## config.mk

```make
export PLATFORM = sky130hd
export DESIGN_NAME = mtg_cell
export DESIGN_NICKNAME = d
export VERILOG_FILES = /design/src/sv/mtg_pkg.sv /design/src/sv/mtg_cell.sv
export SDC_FILE = /design/constraint.sdc
export NUM_CORES = 1
export LEC_CHECK = 0
export ABC_AREA = 0
export BUFFER_PORTS_ARGS = -buffer_cell sky130_fd_sc_hd__buf_2
export CAP_MARGIN = 10
export CORE_MARGIN = 4
export CORE_UTILIZATION = 39
export DETAILED_ROUTE_END_ITERATION = 6
export GPL_TIMING_DRIVEN = 0
export PLACE_DENSITY = 0.73
export SLEW_MARGIN = 0
export SYNTH_ARGS = -nofsm -noshare
export SYNTH_HDL_FRONTEND = slang
export SYNTH_SLANG_ARGS = --single-unit
```

## constraint.sdc

```tcl
create_clock -name clk -period 0.8 [get_ports clk]
set_input_delay 0.12 -clock clk [delete_from_list [all_inputs] [get_ports clk]]
set_output_delay 0.12 -clock clk [all_outputs]
set_load 0.02 [all_outputs]
```

## src/sv/mtg_pkg.sv

```systemverilog
// mtg_pkg: shared constants and word functions for the MT19937 generator.
// Used by every module in sv/; depends on nothing.
package mtg_pkg;

    localparam int unsigned TABLE_DEPTH_DEF = 624;
    localparam int unsigned FAR_OFFSET      = 397;
    localparam int unsigned WORD_W          = 32;

    localparam logic [31:0] SEED_MULT = 32'h6c07_8965;
    localparam logic [31:0] TWIST_XOR = 32'h9908_b0df;
    localparam logic [31:0] HIGH_BIT  = 32'h8000_0000;
    localparam logic [31:0] LOW_BITS  = 32'h7fff_ffff;
    localparam logic [31:0] TEMPER_B  = 32'h9d2c_5680;
    localparam logic [31:0] TEMPER_C  = 32'hefc6_0000;

    // Command codes
    localparam logic CMD_GENERATE = 1'b0;
    localparam logic CMD_RESEED   = 1'b1;

    // Status of the seeding sequencer toward the cell chain
    typedef struct packed {
        logic        busy;
        logic        shift;
        logic [31:0] word;
    } seed_stat_t;

    // Twist of one word from the words at position, position+1, position+397
    function automatic logic [31:0] twist(
        input logic [31:0] here,
        input logic [31:0] next,
        input logic [31:0] far
    );
        logic [31:0] y;
        y = (here & HIGH_BIT) | (next & LOW_BITS);
        return far ^ (y >> 1) ^ (y[0] ? TWIST_XOR : 32'h0);
    endfunction

    // Output tempering
    function automatic logic [31:0] temper(input logic [31:0] w_in);
        logic [31:0] w;
        w = w_in;
        w = w ^ (w >> 11);
        w = w ^ ((w << 7) & TEMPER_B);
        w = w ^ ((w << 15) & TEMPER_C);
        w = w ^ (w >> 18);
        return w;
    endfunction

endpackage

```

## src/sv/mtg_cell.sv

```systemverilog
// mtg_cell: one word of the twist table in the shifting cell chain.
// Depends on mtg_pkg.
module mtg_cell (
    input  logic                         clk,
    input  logic                         shift,
    input  logic [mtg_pkg::WORD_W-1:0]   d,
    output logic [mtg_pkg::WORD_W-1:0]   q
);

    logic [mtg_pkg::WORD_W-1:0] word_reg;
    logic [mtg_pkg::WORD_W-1:0] word_next;

    // Take the neighbor's word on a shift, hold otherwise
    always_comb
    begin
        word_next = shift ? d : word_reg;
    end

    always_ff @(posedge clk)
    begin
        word_reg <= word_next;
    end

    assign q = word_reg;

endmodule

```

==> impl_metrics.py <==
metrics = {
    "setup_path": {
        "crit_path_max_incr_delay_ps": 420,
        "path_max_fanout": 1,
        "startpoint": "q[17]",
        "cp_data_required_time_ps": 680,
        "startpoint_type": "flip-flop",
        "arrival_ps": 890,
        "crit_family": "flip-flops",
        "crit_path_end_kind": "output port",
        "critPathKind": "flip-flop to output port",
        "cp-endpoint": "q[17]",
        "cp_slowest_cell": "edfxtp_1",
        "path_depth": 1,
        "cp_cell_sequence": "buf_6",
        "critPathBufInv": 1,
    },
    "drt": {
        "via_per_inst": 4.29,
        "wl_per_cell_um": 14.2,
        "ant_nets": 0,
        "drt-pass1-iter-count": 4,
        "drc": 0,
        "drtIter0Drc": 7,
        "wl_um": 2320,
        "vias": 703,
    },
    "layout": {
        "multiInputCombCellCount": 0,
        "antennaDiodeCount": 0,
        "largest_register_ffs": 32,
        "areaGrowthSynthToFinish_pct": 87.4,
        "layout_common_cells": "47 x buf_2, 32 x dlygate4sd3_1, 32 x edfxtp_1, 18 x buf_6, 5 x clkbuf_4",
        "drive_above_1_share_pct": 52.2,
        "fin_cells": 164,
        "final_common_cell": "buf_2",
        "multi_input_area_um2": 0,
        "final_nets": 170,
        "num-fill-cells": 154,
    },
    "synth": {
        "syn_nets": 66,
        "synth.avg_cell_area_um2": 30.0,
        "synth-simple-area-share_pct": 0,
        "muxShareOfSynthArea_pct": 0,
        "synth_fa_ha_area_share_pct": 0,
        "ys_types": 1,
        "postSynthCellCount": 32,
        "synth-seq-cells": 32,
        "synth_xor_xnor_area_share_pct": 0,
        "ys_warn_count": 0,
        "synth_compound_area_share_pct": 0,
        "syn_area_um2": 961,
        "yosysSeqAreaShare_pct": 100,
    },
    "cts": {
        "h-tree-depth": 2,
        "cts_buffers": 5,
        "cts_tree": "built",
        "cts-root-buf": "clkbuf_4",
        "numClockSinks": 32,
        "clkTransAtPathRegs_ps": 90,
        "clockBufferDepth": 2,
    },
    "floorplanning": {
        "core_mm2": 0.00228,
        "row_count": 17,
        "io_pins": 66,
        "dieArea_mm2": 0.00332,
        "chipHeight_um": 57.6,
        "die_w_um": 57.6,
        "initial_utilization_pct": 42.2,
    },
    "grt": {
        "grt_max_degree": 33,
        "gr-total-overflow": 0,
        "antenna_found_initial": 0,
        "grt_pass1_wl_um": 3480,
        "grt_use_total_pct": 14.8,
        "grt_pass1_vias": 756,
    },
    "status": {
        "outcome": "finished with violations",
        "violations": "setup timing",
    },
    "placement": {
        "portBuffers": 65,
        "routabilityCongestion": 0.654,
        "place_inst": 125,
        "pre_cts_ws_ps": -249,
        "hpwl_um": 1390,
    },
    "power_and_ir_drop": {
        "cell_internal_pwr_w": 0.00264,
        "p_switching_w": 0.000799,
        "peakVddDrop_uv": 1680,
        "swShare_pct": 23.2,
        "power_density_mw_per_mm2": 1910,
        "power_frac_comb_pct": 17.7,
        "power_frac_seq_pct": 59.4,
        "pwr-share-clk_pct": 23.0,
        "p_leak_nw": 0.769,
    },
    "run": {
        "max_cap_violations": 0,
    },
    "sta": {
        "rsz0062_at_grt": "yes",
        "layout_setup_ws_ps": -214,
        "slew_headroom_pct": 55.6,
        "worst_pin_slew_ps": 666,
        "period_share_pct": 127,
        "clock.fmax_ghz": 0.986,
        "finalSetupTns_ps": -5320,
        "period_minus_slack_ps": 1010,
        "finalHoldViolCount": 0,
        "holdWs_ps": 376,
        "setup_viol": 32,
        "drv_slew": 0,
    },
    "worst_hold_path": {
        "min_path_cells": 1,
        "hold_path.class": "input port to flip-flop",
    },
}
## area by class of cell
| class | instances | area [µm²] | area share [%] |
|---|---|---|---|
| timing repair buffer | 97 | 758 | 42.1 |
| clock buffer | 6 | 41.3 | 2.29 |
| sequential | 32 | 961 | 53.4 |
| tap | 28 | 35.0 | 1.95 |
| clock inverter | 1 | 5.00 | 0.278 |
## cells in the mapped netlist
master / instances / area [µm²]
edfxtp_1: 32 / 961
## metal layers
layer  track usage [%]  part of all wire (%)  up-vias
li1                  -                     -      335
met1              12.9                    28      314
met2              26.6                    57       52
met3              8.69                    14        2
met4              6.95                  0.82        0
met5                 0                     0        -
## how the worst min path moves through the flow
stage               start     to  slack (ps)
floorplan            d[0]   q[0]         220
global placement     d[6]   q[6]         300
detailed placement  d[29]  q[29]         300
CTS                 shift  q[31]         380
global route        shift  q[31]         390
finish              shift  q[13]         380
## power groups by stage
stage	Sequential [W]	Clock [W]	Combinational (W)
3_3_place_gp	0.00205	0	0.000397
4_1_cts	0.00202	0.000830	0.000558
6_report	0.00204	0.000789	0.000607
5_1_grt	0.00205	0.000899	0.000645
3_5_place_dp	0.00206	0	0.000405
2_1_floorplan	0.00224	0	0
## logic make-up after synthesis
group,after synthesis
flip-flops,32
## stage by stage
step / total power (W) / util (%) / cell area, µm²
after CTS: 0.00341 / 76.1 / 1730
after global routing: 0.00360 / 79.1 / 1800
final: 0.00344 / 79.1 / 1800
after global placement: 0.00245 / 58.1 / 1320
after floorplan: 0.00224 / - / 961
after detailed placement: 0.00246 / 58.1 / 1320
## what timing repair did
item                       CTS  global route
resized for setup           14            22
hold endpoints to repair    32             0
buffers inserted             0             0
hold buffers                32             0
setup endpoints to repair   32            32
Note: power is estimated with default switching activity, not from simulation.
