### src/sv/mtg_pkg.sv
// mtg_pkg: shared constants and word functions for the MT19937 generator.
// Used by every module in sv/; depends on nothing.
package mtg_pkg;

    localparam int unsigned TABLE_DEPTH_DEF = 624;
    localparam int unsigned FAR_OFFSET      = 397;
    localparam int unsigned WORD_W          = 32;

    localparam logic [31:0] SEED_MULT = 32'h6c07_8965;
    localparam logic [31:0] TWIST_XOR = 32'h9908_b0df;
    localparam logic [31:0] HIGH_BIT  = 32'h8000_0000;
    localparam logic [31:0] LOW_BITS  = 32'h7fff_ffff;
    localparam logic [31:0] TEMPER_B  = 32'h9d2c_5680;
    localparam logic [31:0] TEMPER_C  = 32'hefc6_0000;

    // Command codes
    localparam logic CMD_GENERATE = 1'b0;
    localparam logic CMD_RESEED   = 1'b1;

    // Status of the seeding sequencer toward the cell chain
    typedef struct packed {
        logic        busy;
        logic        shift;
        logic [31:0] word;
    } seed_stat_t;

    // Twist of one word from the words at position, position+1, position+397
    function automatic logic [31:0] twist(
        input logic [31:0] here,
        input logic [31:0] next,
        input logic [31:0] far
    );
        logic [31:0] y;
        y = (here & HIGH_BIT) | (next & LOW_BITS);
        return far ^ (y >> 1) ^ (y[0] ? TWIST_XOR : 32'h0);
    endfunction

    // Output tempering
    function automatic logic [31:0] temper(input logic [31:0] w_in);
        logic [31:0] w;
        w = w_in;
        w = w ^ (w >> 11);
        w = w ^ ((w << 7) & TEMPER_B);
        w = w ^ ((w << 15) & TEMPER_C);
        w = w ^ (w >> 18);
        return w;
    endfunction

endpackage

### src/sv/mtg_seed_unit.sv
// mtg_seed_unit: sequencer that streams the seeded table words into the chain.
// Depends on mtg_pkg; one 32x32 multiply per cycle, registered.
module mtg_seed_unit #(
    parameter int unsigned TABLE_DEPTH = mtg_pkg::TABLE_DEPTH_DEF
) (
    input  logic                clk,
    input  logic                rst_n,
    input  logic                start,
    input  logic [31:0]         seed_value,
    output mtg_pkg::seed_stat_t stat
);

    localparam int unsigned IDX_W = $clog2(TABLE_DEPTH);
    localparam logic [IDX_W-1:0] LAST_IDX = IDX_W'(TABLE_DEPTH - 1);

    logic             busy_reg;
    logic             busy_next;
    logic [IDX_W-1:0] idx_reg;
    logic [IDX_W-1:0] idx_next;
    logic [31:0]      word_reg;
    logic [31:0]      word_next;
    logic [31:0]      mix;
    logic [31:0]      prod;

    // Recurrence: w[i] = M * (w[i-1] ^ (w[i-1] >> 30)) + i, low 32 bits only
    always_comb
    begin
        mix  = word_reg ^ (word_reg >> 30);
        prod = mix * mtg_pkg::SEED_MULT;
    end

    always_comb
    begin
        busy_next = busy_reg;
        idx_next  = idx_reg;
        word_next = word_reg;
        if (start)
        begin
            busy_next = 1'b1;
            idx_next  = '0;
            word_next = seed_value;
        end
        else if (busy_reg)
        begin
            word_next = prod + 32'(idx_reg) + 32'd1;
            idx_next  = idx_reg + 1'b1;
            if (idx_reg == LAST_IDX)
            begin
                busy_next = 1'b0;
            end
        end
    end

    always_ff @(posedge clk or negedge rst_n)
    begin
        if (!rst_n)
        begin
            busy_reg <= 1'b0;
            idx_reg  <= '0;
        end
        else
        begin
            busy_reg <= busy_next;
            idx_reg  <= idx_next;
        end
    end

    always_ff @(posedge clk)
    begin
        word_reg <= word_next;
    end

    assign stat.busy  = busy_reg;
    assign stat.shift = busy_reg;
    assign stat.word  = word_reg;

endmodule

### config.mk
export PLATFORM = sky130hd
export DESIGN_NAME = mtg_seed_unit
export DESIGN_NICKNAME = d
export VERILOG_FILES = /design/src/sv/mtg_pkg.sv /design/src/sv/mtg_seed_unit.sv
export SDC_FILE = /design/constraint.sdc
export NUM_CORES = 1
export LEC_CHECK = 0
export BUFFER_PORTS_ARGS = -buffer_cell sky130_fd_sc_hd__buf_2
export CAP_MARGIN = 20
export CORE_MARGIN = 2
export CORE_UTILIZATION = 55
export DETAILED_ROUTE_END_ITERATION = 8
export GPL_ROUTABILITY_DRIVEN = 0
export PLACE_DENSITY = 0.74
export SYNTH_ARGS = -nofsm -noshare
export SYNTH_HDL_FRONTEND = slang
export SYNTH_SLANG_ARGS = --single-unit
### constraint.sdc
create_clock -name clk -period 13.4 [get_ports clk]
set_clock_uncertainty 0.2 [all_clocks]
set_input_delay 2.68 -clock clk [delete_from_list [all_inputs] [get_ports clk]]
set_output_delay 2.68 -clock clk [all_outputs]
set_load 0.005 [all_outputs]
==> results_dict.tcl, run 1 <==
set metrics [dict create \
    start_util_pct 56.6 \
    synth-xor-area-share_pct 5.46 \
    num-nets-final 1506 \
    post-dp-hpwl_um 20200 \
    ys_ff_latch 43 \
    grt_pass1_wl_um 40800 \
    ctsResizeCount 0 \
    yosys.area_share.simple_pct 5.23 \
    synth_top_family_by_area "adder cells" \
    clk_latency_ps 310 \
    min_period_ps 7710 \
    reg2reg_to "word_reg[31]" \
    yosys_warnings 0 \
    dr.pass1.iters 5 \
    finalSetupViolCount 0 \
    syn_area_mm2 0.0103 \
    tritoncts "done" \
    synth_top_cell_by_area "fa_1" \
    grt_pass1_vias 7875 \
    syn_nets 1441 \
    cap_violations 0 \
    grt_start_max_net_pins 43 \
    r2r_cells 24 \
    synth_compound_area_share_pct 7.24 \
    cts_buffers 5 \
    antenna_found_initial 0 \
    worstPathArrival_ps 7540 \
    tightest_slew_ps 980 \
    route.met3.wl_um 1570 \
    rrSetupSlack_ps 5690 \
    cp.required_ps 13230 \
    max_freq_ghz 0.130 \
    crit_path_start_kind "flip-flop" \
    io_pins 69 \
    vias_per_cell 5.50 \
    via_count 7201 \
    fin_setup_tns_ps 0 \
    core_region_area_mm2 0.0181 \
    top_layer "met4" \
    worstPathMaxFanout 9 \
    io_buffers 68 \
    synthMuxAreaShare_pct 0.426 \
    path_class "flip-flop to flip-flop" \
    htreeDepth 2 \
    hold_depth 2 \
    hold_class "flip-flop to flip-flop" \
    syn_inst 1014 \
    ys_types 56 \
    wl_per_cell_um 18.8 \
    drive_above_1_share_pct 8.70 \
    post-route-period-util_pct 57.6 \
    die_area_mm2 0.0198 \
    drt_iter0_drc 429 \
    synthMostInstantiatedCell "inv_1" \
    min-delay-start "idx_reg[6]" \
    slew_headroom_pct 34.7 \
    synth-async-reset-ratio_pct 25.6 \
    synth_common_cells "inv_1, ha_1, fa_1" \
    hold_end "idx_reg[6]" \
    std_cell_rows 49 \
    route.detailed.drc 0 \
    hold_viol 0 \
    finalWirelength_um 24600 \
    overflow 0 \
    status "finished clean" \
    clock_path_buffers 2 \
    die_w_um 141 \
    ctsHoldBuffers 0 \
    synth.top_cell.area_share_pct 30.0 \
    dieHeight_um 141 \
    root_buffer "clkbuf_16" \
    yosys-top-cells-area "fa_1, ha_1, inv_1, edfxtp_1, xnor2_1" \
    ys.flop_type "edfxtp_1" \
    clk_pin_slew_worst_paths_ps 70 \
    largest_reg_flops 32 \
    rsz0062_at_grt "no" \
    wl_met2_um 11600 \
    antenna_left 0 \
    post_cts_buffers 0 \
    cts_sinks 43 \
    track_usage_pct 26.8 \
    end_kind "flip-flop" \
    diodes 0 \
    syn_to_final_growth_pct 7.20 \
    worstReg2RegStart "word_reg[31]" \
    m1WireLength_um 10700 \
    slew_violations 0 \
    yosysSeqAreaShare_pct 12.0 \
    yosys.area_share.adder_pct 59.0 \
    synth_edf_count 32 \
    avgSynthCellArea_um2 10.1 \
]
[per-layer routing]
| layer | global-route usage [%] | up-vias |
|---|---|---|
| met3 | 4.48 | 46 |
| met1 | 36.3 | 3520 |
| met2 | 45.1 | 262 |
| met5 | 0 | - |
| li1 | - | 3373 |
| met4 | 6.89 | 0 |
[layout make-up]
class / instances / area [µm²]
Clock inverter: 2 / 17.5
Sequential cell: 43 / 1240
Tap cell: 229 / 287
Timing Repair Buffer: 70 / 355
Multi-Input combinational cell: 688 / 7950
Fill cell: 1536 / 7140
Inverter: 271 / 1020
Clock buffer: 6 / 150
[logic make-up after synthesis]
family          after synthesis
xor+xnor                     64
compound gates              113
fa+ha+maj                   392
flops                        43
simple gates                115
mux                           4
buf+inv                     283
[worst max-delay path: stages (launching register included)]
cell and delay [ps]:
edfxtp_1 460, xor2_1 720, xor2_1 310, ha_1 280
or2_2 300, ha_1 280, inv_1 50, fa_1 470
inv_1 50, ha_1 200, fa_1 470, fa_1 520
fa_1 490, inv_1 50, fa_1 470, inv_1 40
ha_1 380, nand2_1 150, nor4_1 380, nand2b_1 130
o2111ai_1 380, nand4_1 160, a31oi_1 260, o21a_1 150
o31ai_1 80
[placed cells by master, fill, tap and decap left out, drive strengths merged, types with 5 or more instances in the layout]
cell      n
inv     272
ha      238
fa      154
buf      70
nand2    49
xnor2    44
o21ai    36
edfxtp   32
nor2     27
xor2     20
a21oi    20
o21a     12
dfrtp    11
a21o     10
nand4     7
a211oi    6
o211ai    6
clkbuf    6
nand3     5
o31ai     5
[through the flow]
stage               setup WS, ps  util [%]  instance area, µm²  std cells  hold WS (ps)
CTS                         5730      60.7               11000       1309           384
detailed placement          5880      59.7               10800       1301           374
global placement            6090      59.7               10800       1301           344
global route                5190      60.7               11000       1309           418
finish                      5690      60.7               11000       1309           377
floorplan                   6730         -               10300       1014           322
[how the worst max path moves through the flow]
stage,from,endpoint,slack [ps],cells past startpoint
detailed placement,word_reg[31],word_reg[31],5880,24
global placement,word_reg[30],word_reg[31],6090,24
CTS,word_reg[31],word_reg[31],5730,24
finish,word_reg[31],word_reg[31],5690,24
floorplan,word_reg[31],word_reg[31],6730,24
global route,word_reg[31],word_reg[31],5190,24
Power of run 1 is not shown: default switching activity piles up to over one toggle a cycle in this logic, so the estimate is an artifact.
==> run 2, diff against run 1 <==
Clock period 13.4 ns to 7.11 ns, I/O delays scaled along.
==> results_dict.tcl, run 2 (same netlist as run 1, synthesis figures left out) <==
set metrics [dict create \
    antenna_left 0 \
    drt_iter0_drc 373 \
    layout_commonest_cell "inv_1" \
    cpMostUsedCell "fa_1" \
    cts_sinks 43 \
    grt_pass1_wl_um 41200 \
    clk_pin_slew_worst_paths_ps 80 \
    num-nets-final 1526 \
    io_pins 69 \
    clock_path_buffers 2 \
    largest_reg_flops 32 \
    m1WireLength_um 10900 \
    status "finished clean" \
    cp_cell_sequence "ha_1, ha_1, fa_1, inv_1, fa_1, inv_1, fa_1, fa_1, fa_1, inv_1, fa_1, inv_1, ha_1, nand2_1, nor4_2, nand2b_1, o2111ai_2, a31o_2, a21oi_1, xor2_1, o21ai_1" \
    cpMaxStageDelayCell "edfxtp_1" \
    slew_headroom_pct 34.9 \
    crit_path_start_kind "flip-flop" \
    worstPathArrival_ps 6720 \
    finalSetupViolCount 0 \
    grt_start_max_net_pins 49 \
    cp.required_ps 6950 \
    critPathMaxStageDelay_ps 600 \
    syn_to_final_growth_pct 9.03 \
    diodes 0 \
    cts_buffers 5 \
    min-delay-start "idx_reg[6]" \
    wl_met2_um 11800 \
    io_buffers 68 \
    rsz0062_at_grt "no" \
    hold_class "flip-flop to flip-flop" \
    route.detailed.drc 0 \
    post-dp-hpwl_um 21400 \
    wl_per_cell_um 18.9 \
    antenna_found_initial 0 \
    root_buffer "clkbuf_16" \
    finalWirelength_um 25100 \
    start_util_pct 56.6 \
    die_area_mm2 0.0198 \
    hold_viol 0 \
    worstReg2RegStart "word_reg[13]" \
    hold_depth 2 \
    fin_setup_tns_ps 0 \
    path_class "flip-flop to flip-flop" \
    post_cts_buffers 0 \
    core_region_area_mm2 0.0181 \
    die_w_um 141 \
    cap_violations 0 \
    tritoncts "done" \
    drive_above_1_share_pct 10.9 \
    min_period_ps 6880 \
    setup.worst_path.start "word_reg[13]" \
    htreeDepth 2 \
    worstPathMaxFanout 6 \
    overflow 0 \
    via_count 7198 \
    final_cell_mix "inv_1, ha_1, fa_1" \
    track_usage_pct 27.3 \
    ctsHoldBuffers 0 \
    ctsResizeCount 0 \
    end_kind "flip-flop" \
    r2r_cells 21 \
    max_freq_ghz 0.145 \
    dr.pass1.iters 7 \
    vias_per_cell 5.42 \
    std_cell_rows 49 \
    post-route-period-util_pct 96.7 \
    dieHeight_um 141 \
    top_layer "met4" \
    grt_pass1_vias 7776 \
    tightest_slew_ps 976 \
    route.met3.wl_um 1840 \
    slew_violations 0 \
    clk_latency_ps 310 \
]
run 2: cell type report:
| cell class | count | area [µm²] |
|---|---|---|
| fill | 1511 | 6950 |
| sequential | 43 | 1240 |
| clock buffer | 6 | 150 |
| multi-input combinational | 688 | 7980 |
| clock inverter | 2 | 17.5 |
| inverter | 271 | 1020 |
| tap | 229 | 287 |
| timing repair buffer | 90 | 505 |
run 2: worst max-delay path: cells and delay by family (launching register included):
kind / cells / cell delay [ps]
AOI/OAI and AO/OA: 4 / 650
xor gates and xnor gates: 1 / 240
adders and majority gates: 9 / 4070
buffers and inverters: 4 / 200
DFF: 1 / 600
and+or+nand+nor: 3 / 660
run 2: through the flow:
step | cell area [µm²] | std cells | util (%) | hold WS, ps | setup WS [ps]
detailed placement | 11000 | 1321 | 60.6 | 349 | 184
CTS | 11200 | 1329 | 61.5 | 360 | 140
floorplan | 10300 | 1014 | - | 322 | 438
global placement | 11000 | 1321 | 60.6 | 335 | 255
finish | 11200 | 1329 | 61.7 | 356 | 233
global route | 11200 | 1329 | 61.7 | 402 | 15.9
run 2: layer usage:
layer / global-route usage, % / up-vias
met5: 0 / -
met4: 5.00 / 0
met3: 6.56 / 31
met2: 45.0 / 230
met1: 37.4 / 3525
li1: - / 3412
run 2: worst paths after layout:
check / endpoint / slack [ps]
worst max-delay path: word_reg[29] / 230
worst min-delay path: idx_reg[6] / 360
worst max register to register: word_reg[29] / 230
worst min register to register: idx_reg[6] / 360
max in group asynchronous: idx_reg[9] / 5750
min in group asynchronous: idx_reg[5] / 760
Power of run 2 is left out for the same reason.
==> run 3, diff against run 2 <==
Settings changed: ABC_AREA set to 1, PLACE_DENSITY 0.74 to 0.73.
==> results_dict.tcl, run 3 <==
set metrics [dict create \
    timing.hold.ws_ps 290 \
    wl_per_cell_um 17.7 \
    route.detailed.drc 0 \
    finalWirelength_um 28300 \
    grt_pass1_wl_um 46000 \
    yosys-top-cells-area "fa_1, ha_1, inv_1, edfxtp_1, nand2_1" \
    tightest_slew_ps 865 \
    path_class "flip-flop to flip-flop" \
    std_cell_rows 51 \
    die_area_mm2 0.0210 \
    antenna_left 0 \
    die_w_um 145 \
    post-route-period-util_pct 94.9 \
    core_region_area_mm2 0.0195 \
    grt_start_max_net_pins 45 \
    clock_path_buffers 2 \
    fin_ws_ps 363 \
    largest_reg_flops 32 \
    worstPathMaxFanout 5 \
    ys_types 42 \
    hold_class "flip-flop to flip-flop" \
    cp.required_ps 6930 \
    stdcell_area_mm2 0.0118 \
    clk_latency_ps 300 \
    io_buffers 68 \
    final_cell_mix "inv_1, ha_1, nand2_1" \
    synth_top_cell_by_area "fa_1" \
    diodes 0 \
    synth-async-reset-ratio_pct 25.6 \
    root_buffer "clkbuf_16" \
    dr.pass1.iters 4 \
    htreeDepth 2 \
    cts_sinks 43 \
    dpl-instance-area_mm2 0.0116 \
    slew_violations 0 \
    ys_ff_latch 43 \
    syn_to_final_growth_pct 8.47 \
    slew_headroom_pct 42.3 \
    crit_path_start_kind "flip-flop" \
    syn_inst 1249 \
    clk_pin_slew_worst_paths_ps 70 \
    layout_commonest_cell "inv_1" \
    drive_above_1_share_pct 9.90 \
    critPathMaxStageDelay_ps 530 \
    dieHeight_um 145 \
    cts_buffers 5 \
    overflow 0 \
    dp_slack_ps 390 \
    syn_area_mm2 0.0109 \
    ys.flop_type "edfxtp_1" \
    drt_iter0_drc 438 \
    cpMaxStageDelayCell "fa_1" \
    yosysSeqAreaShare_pct 11.3 \
    finalSetupViolCount 0 \
    synthMostInstantiatedCell "inv_1" \
    synth_common_cells "inv_1, ha_1, nand2_1" \
    track_usage_pct 29.3 \
    synth_edf_count 32 \
    avgSynthCellArea_um2 8.73 \
    status "finished clean" \
    hold_viol 0 \
    start_util_pct 56.0 \
    cap_violations 0 \
    yosys_warnings 0 \
    syn_nets 1676 \
    grt_pass1_vias 8995 \
    synth.top_cell.area_share_pct 28.3 \
    antenna_found_initial 0 \
    end_kind "flip-flop" \
    fin_setup_tns_ps 0 \
    worstPathArrival_ps 6570 \
    min_period_ps 6750 \
    max_freq_ghz 0.148 \
    via_count 8447 \
    num-nets-final 1759 \
    cpMostUsedCell "inv_1" \
    rsz0062_at_grt "no" \
    tritoncts "done" \
    io_pins 69 \
    post-dp-hpwl_um 24100 \
    vias_per_cell 5.29 \
]
==> run 3: cell count changes in the layout (fill, tap and decap cells not counted), sizes merged, moves of 5 or more <==
cell / delta
nand2: +164
a21oi: +23
o211ai: -5
nor2: +16
xor2: -14
nand3: +51
a21o: -6
nor3: +6
o21a: -8
xnor2: -33
o31ai: -5
a211oi: -5
inv: +69
or2: +12
==> run 3: cell families after synthesis <==
kind of cell	count (synthesis)	share of synthesized area, %
XOR/XNOR	17	1.37
buffers and inverters	352	12.3
flip-flops	43	11.3
AND/OR/NAND/NOR	345	13.7
AO/OA/AOI/OAI	100	5.75
adder cells (fa/ha/maj)	392	55.6
==> run 3: routing by layer <==
layer  global-route usage [%]  routed length (µm)
met4                     12.0                1300
met2                     48.8               13400
met1                     37.7               11500
met3                     5.56                2110
met5                        0                   0
==> run 3: final cells by class <==
class | count | area [µm²]
multi-input combinational | 854 | 8340
fill | 1697 | 7640
inverter | 342 | 1280
sequential | 43 | 1240
timing repair buffer | 86 | 495
tap | 265 | 332
clock buffer | 6 | 129
clock inverter | 2 | 12.5
==> run 3: worst paths after layout <==
check                      slack [ps]  depth (start not counted)    startpoint           end
hold reg to reg                   290                          1    idx_reg[5]    idx_reg[5]
max in group asynchronous        5710                          1         rst_n    idx_reg[6]
hold / removal                    290                          1    idx_reg[5]    idx_reg[5]
setup / recovery                  360                         25  word_reg[30]  word_reg[21]
setup reg to reg                  360                         25  word_reg[30]  word_reg[21]
min in group asynchronous         790                          1         rst_n    idx_reg[8]
==> run 3: worst max-delay path: cells and delay by family, from the launching register on <==
family	cells	cell delay (ps)
compound gates	5	740
simple gates	2	400
fa+ha+maj	9	3540
flops	1	450
buf+inv	6	460
xor+xnor	3	680
==> run 3: per-stage QoR <==
stage | instances | utilization, %
floorplan | 1249 | -
global placement | 1589 | 59.8
detailed placement | 1589 | 59.8
CTS | 1597 | 60.6
global route | 1598 | 60.8
finish | 1598 | 60.8
==> run 3: timing repair <==
action	CTS	global route
hold buffers	0	0
hold endpoints to repair	0	0
endpoints found under the setup margin	0	1
setup buffers	0	0
gates resized for setup	0	1
Power of run 3 is left out for the same reason.
