==> src/sv/mtg_pkg.sv <==
// mtg_pkg: shared constants and word functions for the MT19937 generator.
// Used by every module in sv/; depends on nothing.
package mtg_pkg;

    localparam int unsigned TABLE_DEPTH_DEF = 624;
    localparam int unsigned FAR_OFFSET      = 397;
    localparam int unsigned WORD_W          = 32;

    localparam logic [31:0] SEED_MULT = 32'h6c07_8965;
    localparam logic [31:0] TWIST_XOR = 32'h9908_b0df;
    localparam logic [31:0] HIGH_BIT  = 32'h8000_0000;
    localparam logic [31:0] LOW_BITS  = 32'h7fff_ffff;
    localparam logic [31:0] TEMPER_B  = 32'h9d2c_5680;
    localparam logic [31:0] TEMPER_C  = 32'hefc6_0000;

    // Command codes
    localparam logic CMD_GENERATE = 1'b0;
    localparam logic CMD_RESEED   = 1'b1;

    // Status of the seeding sequencer toward the cell chain
    typedef struct packed {
        logic        busy;
        logic        shift;
        logic [31:0] word;
    } seed_stat_t;

    // Twist of one word from the words at position, position+1, position+397
    function automatic logic [31:0] twist(
        input logic [31:0] here,
        input logic [31:0] next,
        input logic [31:0] far
    );
        logic [31:0] y;
        y = (here & HIGH_BIT) | (next & LOW_BITS);
        return far ^ (y >> 1) ^ (y[0] ? TWIST_XOR : 32'h0);
    endfunction

    // Output tempering
    function automatic logic [31:0] temper(input logic [31:0] w_in);
        logic [31:0] w;
        w = w_in;
        w = w ^ (w >> 11);
        w = w ^ ((w << 7) & TEMPER_B);
        w = w ^ ((w << 15) & TEMPER_C);
        w = w ^ (w >> 18);
        return w;
    endfunction

endpackage

==> src/sv/mtg_out_buf.sv <==
// mtg_out_buf: two-entry output register with skid stage for result items.
// Depends on mtg_pkg.
module mtg_out_buf (
    input  logic                       clk,
    input  logic                       rst_n,
    input  logic                       push,
    input  logic [mtg_pkg::WORD_W-1:0] push_word,
    output logic                       full,
    output logic                       rnd_valid,
    input  logic                       rnd_ready,
    output logic [mtg_pkg::WORD_W-1:0] random_word
);

    logic                       head_valid_reg;
    logic                       head_valid_next;
    logic [mtg_pkg::WORD_W-1:0] head_reg;
    logic [mtg_pkg::WORD_W-1:0] head_next;
    logic                       skid_valid_reg;
    logic                       skid_valid_next;
    logic [mtg_pkg::WORD_W-1:0] skid_reg;
    logic [mtg_pkg::WORD_W-1:0] skid_next;

    // Pop first, then place a new item in the first free slot
    always_comb
    begin
        head_valid_next = head_valid_reg;
        head_next       = head_reg;
        skid_valid_next = skid_valid_reg;
        skid_next       = skid_reg;
        if (head_valid_reg && rnd_ready)
        begin
            if (skid_valid_reg)
            begin
                head_next       = skid_reg;
                skid_valid_next = 1'b0;
            end
            else
            begin
                head_valid_next = 1'b0;
            end
        end
        if (push)
        begin
            if (!head_valid_next)
            begin
                head_next       = push_word;
                head_valid_next = 1'b1;
            end
            else
            begin
                skid_next       = push_word;
                skid_valid_next = 1'b1;
            end
        end
    end

    always_ff @(posedge clk or negedge rst_n)
    begin
        if (!rst_n)
        begin
            head_valid_reg <= 1'b0;
            skid_valid_reg <= 1'b0;
        end
        else
        begin
            head_valid_reg <= head_valid_next;
            skid_valid_reg <= skid_valid_next;
        end
    end

    always_ff @(posedge clk)
    begin
        head_reg <= head_next;
        skid_reg <= skid_next;
    end

    assign full        = skid_valid_reg;
    assign rnd_valid   = head_valid_reg;
    assign random_word = head_reg;

endmodule

==> config.mk <==
export PLATFORM = sky130hd
export DESIGN_NAME = mtg_out_buf
export DESIGN_NICKNAME = d
export VERILOG_FILES = /design/src/sv/mtg_pkg.sv /design/src/sv/mtg_out_buf.sv
export SDC_FILE = /design/constraint.sdc
export NUM_CORES = 1
export LEC_CHECK = 0
export BUFFER_PORTS_ARGS = -buffer_cell sky130_fd_sc_hd__buf_2
export CORE_ASPECT_RATIO = 0.5
export CORE_MARGIN = 5
export CORE_UTILIZATION = 55
export DETAILED_ROUTE_END_ITERATION = 10
export PLACE_DENSITY = 0.83
export SYNTH_ARGS = -nofsm -noshare
export SYNTH_HDL_FRONTEND = slang
export SYNTH_SLANG_ARGS = --single-unit
export TNS_END_PERCENT = 10
==> constraint.sdc <==
create_clock -name clk -period 2.85 [get_ports clk]
set_input_delay 0.57 -clock clk [delete_from_list [all_inputs] [get_ports clk]]
set_output_delay 0.57 -clock clk [all_outputs]
set_load 0.02 [all_outputs]
==> impl_metrics.tcl, run 1 <==
set metrics [dict create \
    status "completed" \
    start_util_pct 58.5 \
    cp_data_required_time_ns 3.07 \
    drcViolationCount 0 \
    htreeDepth 3 \
    num_antenna_cells 0 \
    power_leakage_uw 0.00136 \
    p_int_uw 1810 \
    overflow 0 \
    fillers 337 \
    cp_num_buf_inv 1 \
    clock_path_buffers 2 \
    drive_gt1_share_pct 33.1 \
    worstSetupPathType "reg2reg" \
    rr_worst_depth 4 \
    p_seq_share_pct 48.5 \
    clock_latency_ns 0.34 \
    finClkSkew_ns 0.00572 \
    yosysWarnings 0 \
    hold_viol 0 \
    min_path_type "in2reg" \
    clkSlewWorstSetupHoldPaths_ns 0.07 \
    pwr-share-clk_pct 26.8 \
    synthDistinctLibCells 21 \
    maxSlewViolCount 0 \
    avgSynthCellArea_sq_um 11.9 \
    power.density_nw_per_um2 839 \
    ys_seq_area_share_pct 62.6 \
    synth_area_sq_um 2640 \
    die_w_um 108 \
    vias_per_cell 5.71 \
    fp.dieH_um 59.0 \
    grt_pass1_vias 2094 \
    crit_cells 4 \
    rsz0062_at_grt "false" \
    numPortBuffers 69 \
    grt_use_total_pct 21.0 \
    antenna_found_initial 0 \
    area_delta_synth_final_pct 19.9 \
    tritoncts "built" \
    slowest_delay_ns 0.72 \
    routed_wl_um 6270 \
    setup_viol 0 \
    pin_count 70 \
    rows 17 \
    cts_resized 0 \
    place_ws_ns 0.864 \
    min_period_ns 2.02 \
    switching_share_pct 31.9 \
    grt_start_max_net_pins 36 \
    p_sw_uw 847 \
    vias 2068 \
    fin_tns_setup_ns 0 \
    cap_violations 0 \
    drt_iter0_markers 151 \
    path_delay_family "flip-flops" \
    root_buffer "clkbuf_8" \
    cts_sinks 66 \
    r2r_slack_ns 0.83 \
    p_comb_share_pct 24.7 \
    synth_nets 258 \
    wl_per_cell_um 17.3 \
    worst_pin_slew_ns 0.730 \
    synth.ff_latch_count 66 \
    synthCells 222 \
    critPathLaunchType "register" \
    power.total_uw 2650 \
    nets 327 \
    crit_slowest_cell "dfrtp_1" \
    grt_pass1_wl_um 10100 \
    cp.arrival_ns 2.24 \
    worst_slack_ns 0.831 \
    worstSetupEndpointType "register" \
    place_congestion 0.698 \
    finalCritPeriodShare_pct 70.8 \
    cp_cell_sequence "buf_4 > a21o_4 > nor2_1 > a221oi_1" \
    holdPathStages 1 \
    antenna_left 0 \
    ir_worst_vdd_uv 343 \
    core_area_sq_um 4510 \
    relSlewSlack_pct 51.3 \
    dp_hpwl_um 4100 \
    fmax_ghz 0.495 \
    dr.pass1.iters 5 \
    cts_buffers 9 \
    dieArea_sq_um 6370 \
    cp_max_fo 32 \
]
[cell usage in the layout (no fill, tap or decap)]
cell type,instances
a221oi_2,5
a221oi_1,27
nand2b_4,1
nand2_1,2
a21boi_4,1
and3_2,1
a21o_2,1
buf_2,69
a21o_4,1
buf_12,1
a21oi_1,2
clkbuf_8,12
dfxtp_1,32
clkbuf_1,2
inv_1,33
buf_4,4
clkinv_2,2
dfrtp_1,2
edfxtp_1,32
dlygate4sd3_1,1
o22ai_1,32
nor2_1,33
[synthesized netlist by cell type, drive strengths merged]
cell,instances,share of area [%]
inv,33,4.7
nor2,33,4.7
a221oi,32,12
dfxtp,32,24
edfxtp,32,36
o22ai,32,7.6
buf,10,3.1
clkbuf,6,2.0
a21o,2,0.90
a21oi,2,0.38
dfrtp,2,1.9
nand2,2,0.28
a21boi,1,0.71
and3,1,0.28
dlymetal6s2s,1,0.47
nand2b,1,0.52
[layer usage]
| metal | wire length [um] | vias up | GRT usage [%] |
|---|---|---|---|
| met1 | 2650 | 997 | 26.6 |
| li1 | - | 959 | - |
| met3 | 459 | 9 | 7.40 |
| met5 | 0 | - | 0 |
| met4 | 91 | 0 | 10.6 |
| met2 | 3080 | 103 | 32.6 |
[worst paths after layout]
kind	startpoint	endpoint
max	rnd_valid$_DFF_PN0_	random_word[1]$_DFF_P_
min	push_word[11]	skid_reg[11]$_DFFE_PP_
max reg2reg	rnd_valid$_DFF_PN0_	random_word[1]$_DFF_P_
min reg2reg	random_word[8]$_DFF_P_	random_word[8]$_DFF_P_
max in group asynchronous	rst_n	full$_DFF_PN0_
min in group asynchronous	rst_n	rnd_valid$_DFF_PN0_
[worst register-to-register path: cells and delay by family (launching register included)]
kind	cells	cell delay [ns]
flip-flops	1	0.72
AND/OR/NAND/NOR	1	0.10
AO/OA/AOI/OAI	2	0.66
buffers and inverters	1	0.42
[what timing repair did]
| action | in CTS | in global routing |
|---|---|---|
| endpoints found under the hold margin | 2 | 0 |
| hold buffers | 1 | 0 |
| buffers inserted | 0 | 0 |
[stage by stage]
step	hold WS, ns	utilization, %	instances	area (sq um)
finish	0.418	70.1	362	3160
global route	0.398	70.1	362	3160
CTS	0.397	70.1	362	3160
detailed placement	0.367	65.9	345	2970
global placement	0.366	65.9	345	2970
floorplan	0.274	-	222	2640
[power by group through the flow]
stage	clock [uW]	sequential, uW	combinational (uW)
after floorplan	0	1440	289
after global placement	0	1290	630
after detailed placement	0	1310	651
after CTS	726	1290	658
after global routing	774	1310	707
final	711	1290	655
[logic make-up (layout without fill, tap and decap cells)]
logic type / count (synthesis) / after routing / share of synthesized area (%)
buf+inv: 50 / 124 / 10.2
flops: 66 / 66 / 62.6
compound gates: 69 / 69 / 21.4
simple gates: 37 / 37 / 5.78
[layout make-up]
| class | instances | area [sq um] | area share [%] |
|---|---|---|---|
| Inverter | 33 | 124 | 3.92 |
| Timing Repair Buffer | 75 | 405 | 12.8 |
| Clock buffer | 14 | 173 | 5.46 |
| Sequential cell | 66 | 1650 | 52.2 |
| Clock inverter | 2 | 10.0 | 0.316 |
| Multi-Input combinational cell | 106 | 717 | 22.7 |
| Tap cell | 66 | 82.6 | 2.61 |
No activity file was read; power rests on OpenSTA's default activity.
==> inputs of run 2 (changes only) <==
--- a/config.mk
+++ b/config.mk
@@ -5,12 +5,13 @@
 export SDC_FILE = /design/constraint.sdc
 export NUM_CORES = 1
 export LEC_CHECK = 0
+export ABC_AREA = 1
 export BUFFER_PORTS_ARGS = -buffer_cell sky130_fd_sc_hd__buf_2
 export CORE_ASPECT_RATIO = 0.5
 export CORE_MARGIN = 5
-export CORE_UTILIZATION = 55
+export CORE_UTILIZATION = 48
 export DETAILED_ROUTE_END_ITERATION = 10
-export PLACE_DENSITY = 0.83
+export PLACE_DENSITY = 0.75
 export SYNTH_ARGS = -nofsm -noshare
 export SYNTH_HDL_FRONTEND = slang
 export SYNTH_SLANG_ARGS = --single-unit
==> constraint.sdc (replaced) <==
create_clock -name clk -period 1.6 [get_ports clk]
set_input_delay 0.32 -clock clk [delete_from_list [all_inputs] [get_ports clk]]
set_output_delay 0.32 -clock clk [all_outputs]
set_load 0.02 [all_outputs]
==> impl_metrics.tcl, run 2 <==
set metrics [dict create \
    status "completed" \
    rows 20 \
    grt_use_total_pct 18.8 \
    yosysTopAreaCellShare_pct 31.0 \
    ys_seq_area_share_pct 53.3 \
    grt_pass1_wl_um 11800 \
    finClkSkew_ns 0.00472 \
    dp_hpwl_um 4770 \
    r2r-start "full$_DFF_PN0_" \
    fin_util_pct 61.7 \
    fillers 527 \
    setup_viol 0 \
    cp.arrival_ns 1.21 \
    worstSetupPathType "reg2out" \
    finalCritPeriodShare_pct 95.3 \
    holdWs_ns 0.180 \
    cp-endpoint "rnd_valid" \
    min_period_ns 1.53 \
    cts_buffers 9 \
    cts_sinks 66 \
    htreeDepth 3 \
    maxSlewViolCount 0 \
    worstSetupEndpointType "output port" \
    relSlewSlack_pct 72.9 \
    routed_wl_um 7300 \
    power.density_nw_per_um2 1650 \
    synth.ff_latch_count 66 \
    core_area_sq_um 6160 \
    dp_cells 469 \
    grt_pass1_vias 2471 \
    place_area_sq_um 3480 \
    clock_latency_ns 0.33 \
    vias 2463 \
    synth_nets 361 \
    synth.largest_area_cell "edfxtp_1" \
    clkSlewWorstSetupHoldPaths_ns 0.05 \
    root_buffer "clkbuf_16" \
    pin_count 70 \
    synth.area.top_cells "edfxtp_1 (31%), dfxtp_1 (21%), nand3_2 (9.7%)" \
    crit_start "rnd_valid$_DFF_PN0_" \
    antenna_found_initial 0 \
    critPathLaunchType "register" \
    overflow 0 \
    hold_viol 0 \
    rsz0062_at_grt "false" \
    r2r_slack_ns 0.14 \
    place_congestion 0.667 \
    tritoncts "built" \
    nets 429 \
    synth_commonest_cells "inv_1 (65), nand2_1 (65), nand3_1 (34)" \
    avgSynthCellArea_sq_um 9.54 \
    fmax_ghz 0.656 \
    min_path_type "in2reg" \
    drt_iter0_markers 158 \
    num_antenna_cells 0 \
    finalInstanceArea_sq_um 3800 \
    grt_start_max_net_pins 33 \
    cp_max_fo 13 \
    dieArea_sq_um 8260 \
    power_leakage_uw 0.00195 \
    fin_tns_setup_ns 0 \
    drive_gt1_share_pct 33.4 \
    fp.dieH_um 66.8 \
    synthDistinctLibCells 19 \
    rr_worst_depth 5 \
    antenna_left 0 \
    synth_ff_type "edfxtp_1" \
    worst_pin_slew_ns 0.406 \
    synth_area_sq_um 3100 \
    numPortBuffers 69 \
    cap_violations 0 \
    async_flop_share_pct 3.03 \
    die_w_um 124 \
    start_util_pct 50.3 \
    synthCells 325 \
    dr.pass1.iters 4 \
    postCtsSetupRepairBufs 0 \
    cp_data_required_time_ns 1.28 \
    rr_endpoint "random_word[12]$_DFF_P_" \
    clock_path_buffers 2 \
    area_delta_synth_final_pct 22.6 \
    wl_per_cell_um 15.0 \
    drcViolationCount 0 \
    yosysWarnings 0 \
    mostFrequentLayoutCell "buf_2" \
    ir_worst_vdd_uv 590 \
    vias_per_cell 5.07 \
    synth_edf_count 32 \
    mostFrequentLayoutCells "buf_2 (69), inv_1 (65), nand2_1 (65)" \
    instances_no_fill 486 \
]
==> run 2: cell types whose count changed after synthesis, moves of 3 or more <==
| cell | before | now |
|---|---|---|
| nand2_8 | 0 | 3 |
| nand3_1 | 0 | 34 |
| nand4_1 | 0 | 32 |
| inv_1 | 33 | 65 |
| a221oi_2 | 5 | 0 |
| buf_12 | 0 | 3 |
| a221oi_1 | 27 | 0 |
| nand2_1 | 2 | 65 |
| nand3_2 | 0 | 30 |
| buf_2 | 2 | 11 |
| clkbuf_8 | 3 | 0 |
| o22ai_1 | 32 | 0 |
| nor2_1 | 33 | 1 |
==> run 2: kinds of logic (layout without fill, tap and decap cells) <==
| kind of cell | Yosys count | in the layout | synth area share (%) |
|---|---|---|---|
| AND/OR/NAND/NOR | 167 | 167 | 32.3 |
| flip-flops | 66 | 66 | 53.3 |
| buffers and inverters | 91 | 164 | 14.2 |
| AO/OA/AOI/OAI | 1 | 1 | 0.161 |
==> run 2: what timing repair did <==
item / CTS / global route
resized for setup: 1 / 0
hold endpoints to repair: 2 / 0
hold buffers: 1 / 0
setup endpoints to repair: 1 / 0
==> run 2: layout make-up <==
cell class | instances | area, sq um | area share, %
inverters | 66 | 253 | 6.65
clock buffers | 10 | 229 | 6.03
clock inverters | 6 | 81.3 | 2.14
repair buffers | 82 | 458 | 12.1
well taps | 88 | 110 | 2.90
multi-input cells | 168 | 1010 | 26.7
flip-flops and latches | 66 | 1650 | 43.5
==> run 2: critical path, stage by stage, from the launching register on <==
cell	delay, ns
dfrtp_2	0.46
buf_4	0.23
buf_2	0.19
==> run 2: stage by stage <==
stage	setup slack (ns)	power, uW
after floorplan	-0.0497	3710
after global placement	0.0983	4170
after detailed placement	0.0234	4250
after CTS	0.0641	6320
after global routing	0.0222	6610
final	0.0745	6270
==> run 2: worst min path at each step <==
stage	start	endpoint	slack (ns)	depth (start not counted)
floorplan	rst_n	full$_DFF_PN0_	0.02	0
detailed placement	rst_n	rnd_valid$_DFF_PN0_	0.12	1
finish	push_word[27]	skid_reg[27]$_DFFE_PP_	0.18	1
global placement	rst_n	rnd_valid$_DFF_PN0_	0.11	1
CTS	push_word[22]	skid_reg[22]$_DFFE_PP_	0.17	1
global route	push_word[26]	skid_reg[26]$_DFFE_PP_	0.17	1
==> run 2: per-layer routing <==
metal / track usage, % / part of all wire, % / vias to the layer above
met5: 0 / 0 / -
met2: 33.0 / 52 / 62
met1: 21.7 / 41 / 1191
li1: - / - / 1198
met3: 6.87 / 6.3 / 12
met4: 5.10 / 1.5 / 0
==> run 2: report_power, final <==
group	leakage, uW	switching (uW)	total, uW	internal, uW
Combinational	0.00121	1220	1870	644
Clock	0.000150	700	2050	1350
Sequential	0.000593	177	2350	2170
Total	0.00195	2100	6270	4170
==> inputs of run 3 (changes only) <==
--- a/config.mk
+++ b/config.mk
@@ -8,10 +8,10 @@
 export ABC_AREA = 1
 export BUFFER_PORTS_ARGS = -buffer_cell sky130_fd_sc_hd__buf_2
 export CORE_ASPECT_RATIO = 0.5
-export CORE_MARGIN = 5
-export CORE_UTILIZATION = 48
+export CORE_UTILIZATION = 50
+export CTS_BUF_LIST = sky130_fd_sc_hd__clkbuf_4
 export DETAILED_ROUTE_END_ITERATION = 10
-export PLACE_DENSITY = 0.75
+export PLACE_DENSITY = 0.78
 export SYNTH_ARGS = -nofsm -noshare
 export SYNTH_HDL_FRONTEND = slang
 export SYNTH_SLANG_ARGS = --single-unit
==> constraint.sdc (replaced) <==
create_clock -name clk -period 1.3 [get_ports clk]
set_input_delay 0.26 -clock clk [delete_from_list [all_inputs] [get_ports clk]]
set_output_delay 0.26 -clock clk [all_outputs]
set_load 0.02 [all_outputs]
==> impl_metrics.tcl, run 3 (synthesis results as in run 2) <==
set metrics [dict create \
    status "finished with violations" \
    violations "negative setup slack" \
    power.density_nw_per_um2 1740 \
    worstSetupPathType "reg2out" \
    fmax_ghz 0.733 \
    power_leakage_uw 0.00196 \
    cp_data_required_time_ns 1.04 \
    mostFrequentLayoutCell "buf_2" \
    cp_cell_sequence "buf_12 > buf_8" \
    grt_start_max_net_pins 33 \
    die_w_um 113 \
    area_delta_synth_final_pct 21.7 \
    tritoncts "built" \
    cap_violations 0 \
    htreeDepth 3 \
    numPortBuffers 69 \
    dr.pass1.iters 5 \
    rr_worst_depth 6 \
    rows 19 \
    core_area_sq_um 5730 \
    relSlewSlack_pct 73.6 \
    min_period_ns 1.36 \
    critPathLaunchType "register" \
    setup_viol 34 \
    cts_sinks 66 \
    p_seq_share_pct 44.0 \
    antenna_found_initial 0 \
    nets 440 \
    holdPathStages 1 \
    overflow 0 \
    worst_pin_slew_ns 0.396 \
    grt_use_total_pct 23.2 \
    finClkSkew_ns 0.0171 \
    p_comb_share_pct 38.7 \
    mostFrequentLayoutCells "buf_2 (67), inv_1 (65), nand2_1 (64)" \
    pwr-share-clk_pct 17.3 \
    drt_iter0_markers 175 \
    start_util_pct 54.1 \
    wl_per_cell_um 14.9 \
    routed_wl_um 7350 \
    maxSlewViolCount 0 \
    root_buffer "clkbuf_4" \
    dp_hpwl_um 4370 \
    pin_count 70 \
    vias 2527 \
    p_sw_uw 2480 \
    min_from "push_word[2]" \
    crit_slowest_cell "dfrtp_2" \
    slowest_delay_ns 0.45 \
    power.total_uw 6550 \
    path_delay_family "flip-flops" \
    switching_share_pct 37.9 \
    dieArea_sq_um 6540 \
    rr_endpoint "skid_reg[8]$_DFFE_PP_" \
    cp.arrival_ns 1.10 \
    clkSlewWorstSetupHoldPaths_ns 0.10 \
    rsz0062_at_grt "true" \
    cts_buffers 9 \
    p_int_uw 4070 \
    r2r_slack_ns -0.06 \
    worst_slack_ns -0.0640 \
    place_ws_ns -0.0783 \
    clock_path_buffers 2 \
    grt_pass1_wl_um 11200 \
    min_to "skid_reg[2]$_DFFE_PP_" \
    fin_util_pct 65.8 \
    drive_gt1_share_pct 35.5 \
    r2r-start "full$_DFF_PN0_" \
    cp_num_buf_inv 2 \
    dp_cells 466 \
    finalCritPeriodShare_pct 105 \
    clock_latency_ns 0.41 \
    hold_viol 0 \
    instances_no_fill 493 \
    vias_per_cell 5.13 \
    ir_worst_vdd_uv 902 \
    drcViolationCount 0 \
    antenna_left 0 \
    cp_max_fo 3 \
    place_congestion 0.669 \
    min_path_type "in2reg" \
    grt_pass1_vias 2341 \
    num_antenna_cells 0 \
    fp.dieH_um 57.7 \
    worstSetupEndpointType "output port" \
]
[run 3: cell count changes in the layout (fill, tap and decap cells not counted), sizes merged]
cell    before  now
bufinv       2    0
nand2       68   69
clkbuf      10   12
buf         81   90
bufbuf       0    1
[run 3: power groups by stage]
| stage | Combinational, uW | Sequential (uW) | Clock [uW] |
|---|---|---|---|
| after floorplan | 1200 | 3360 | 0 |
| after global placement | 2220 | 2910 | 0 |
| after detailed placement | 2290 | 2930 | 0 |
| after CTS | 2460 | 2870 | 1160 |
| after global routing | 2750 | 2930 | 1270 |
| final | 2540 | 2880 | 1140 |
[run 3: final cells by class]
class                           count  area (sq um)
Multi-Input combinational cell    169          1030
Clock buffer                       12          90.1
Timing Repair Buffer               92           622
Inverter                           66           253
Tap cell                           84           105
Fill cell                         457          1960
Clock inverter                      4          20.0
Sequential cell                    66          1650
[run 3: metrics by stage]
step           TNS [ns]  instance area [sq um]  hold slack (ns)
2_1_floorplan    -11.41                   3110          -0.0356
4_1_cts           -1.39                   3730          0.00933
3_3_place_gp     -0.106                   3490           0.0516
6_report          -1.41                   3770           0.0361
5_1_grt           -4.06                   3770          0.00320
3_5_place_dp      -1.93                   3490           0.0544
[run 3: routing by layer]
layer	GRT usage (%)	part of all wire, %	vias to the layer above	routed length (um)
met3	6.69	6.7	12	489
met5	0	0	-	0
met1	29.4	41	1191	3000
li1	-	-	1223	-
met4	8.65	1.4	0	104
met2	38.7	51	101	3760
[run 3: what timing repair did]
item                                    CTS  global route
hold buffers                              1             0
pin swaps                                 1             2
buffers inserted                          5             3
endpoints found under the setup margin   66            68
hold endpoints to repair                  2             0
cloned                                    2             0
gates resized for setup                  10             3
[run 3: worst max-delay path by stage]
| stage | from | to | slack [ns] | cells past startpoint |
|---|---|---|---|---|
| after floorplan | full$_DFF_PN0_ | skid_reg[0]$_DFFE_PP_ | -0.35 | 5 |
| after global placement | full$_DFF_PN0_ | random_word[3]$_DFF_P_ | -0.01 | 5 |
| after detailed placement | full$_DFF_PN0_ | random_word[10]$_DFF_P_ | -0.08 | 5 |
| after CTS | full$_DFF_PN0_ | full | -0.08 | 2 |
| after global routing | full$_DFF_PN0_ | full | -0.11 | 2 |
| final | full$_DFF_PN0_ | full | -0.06 | 2 |
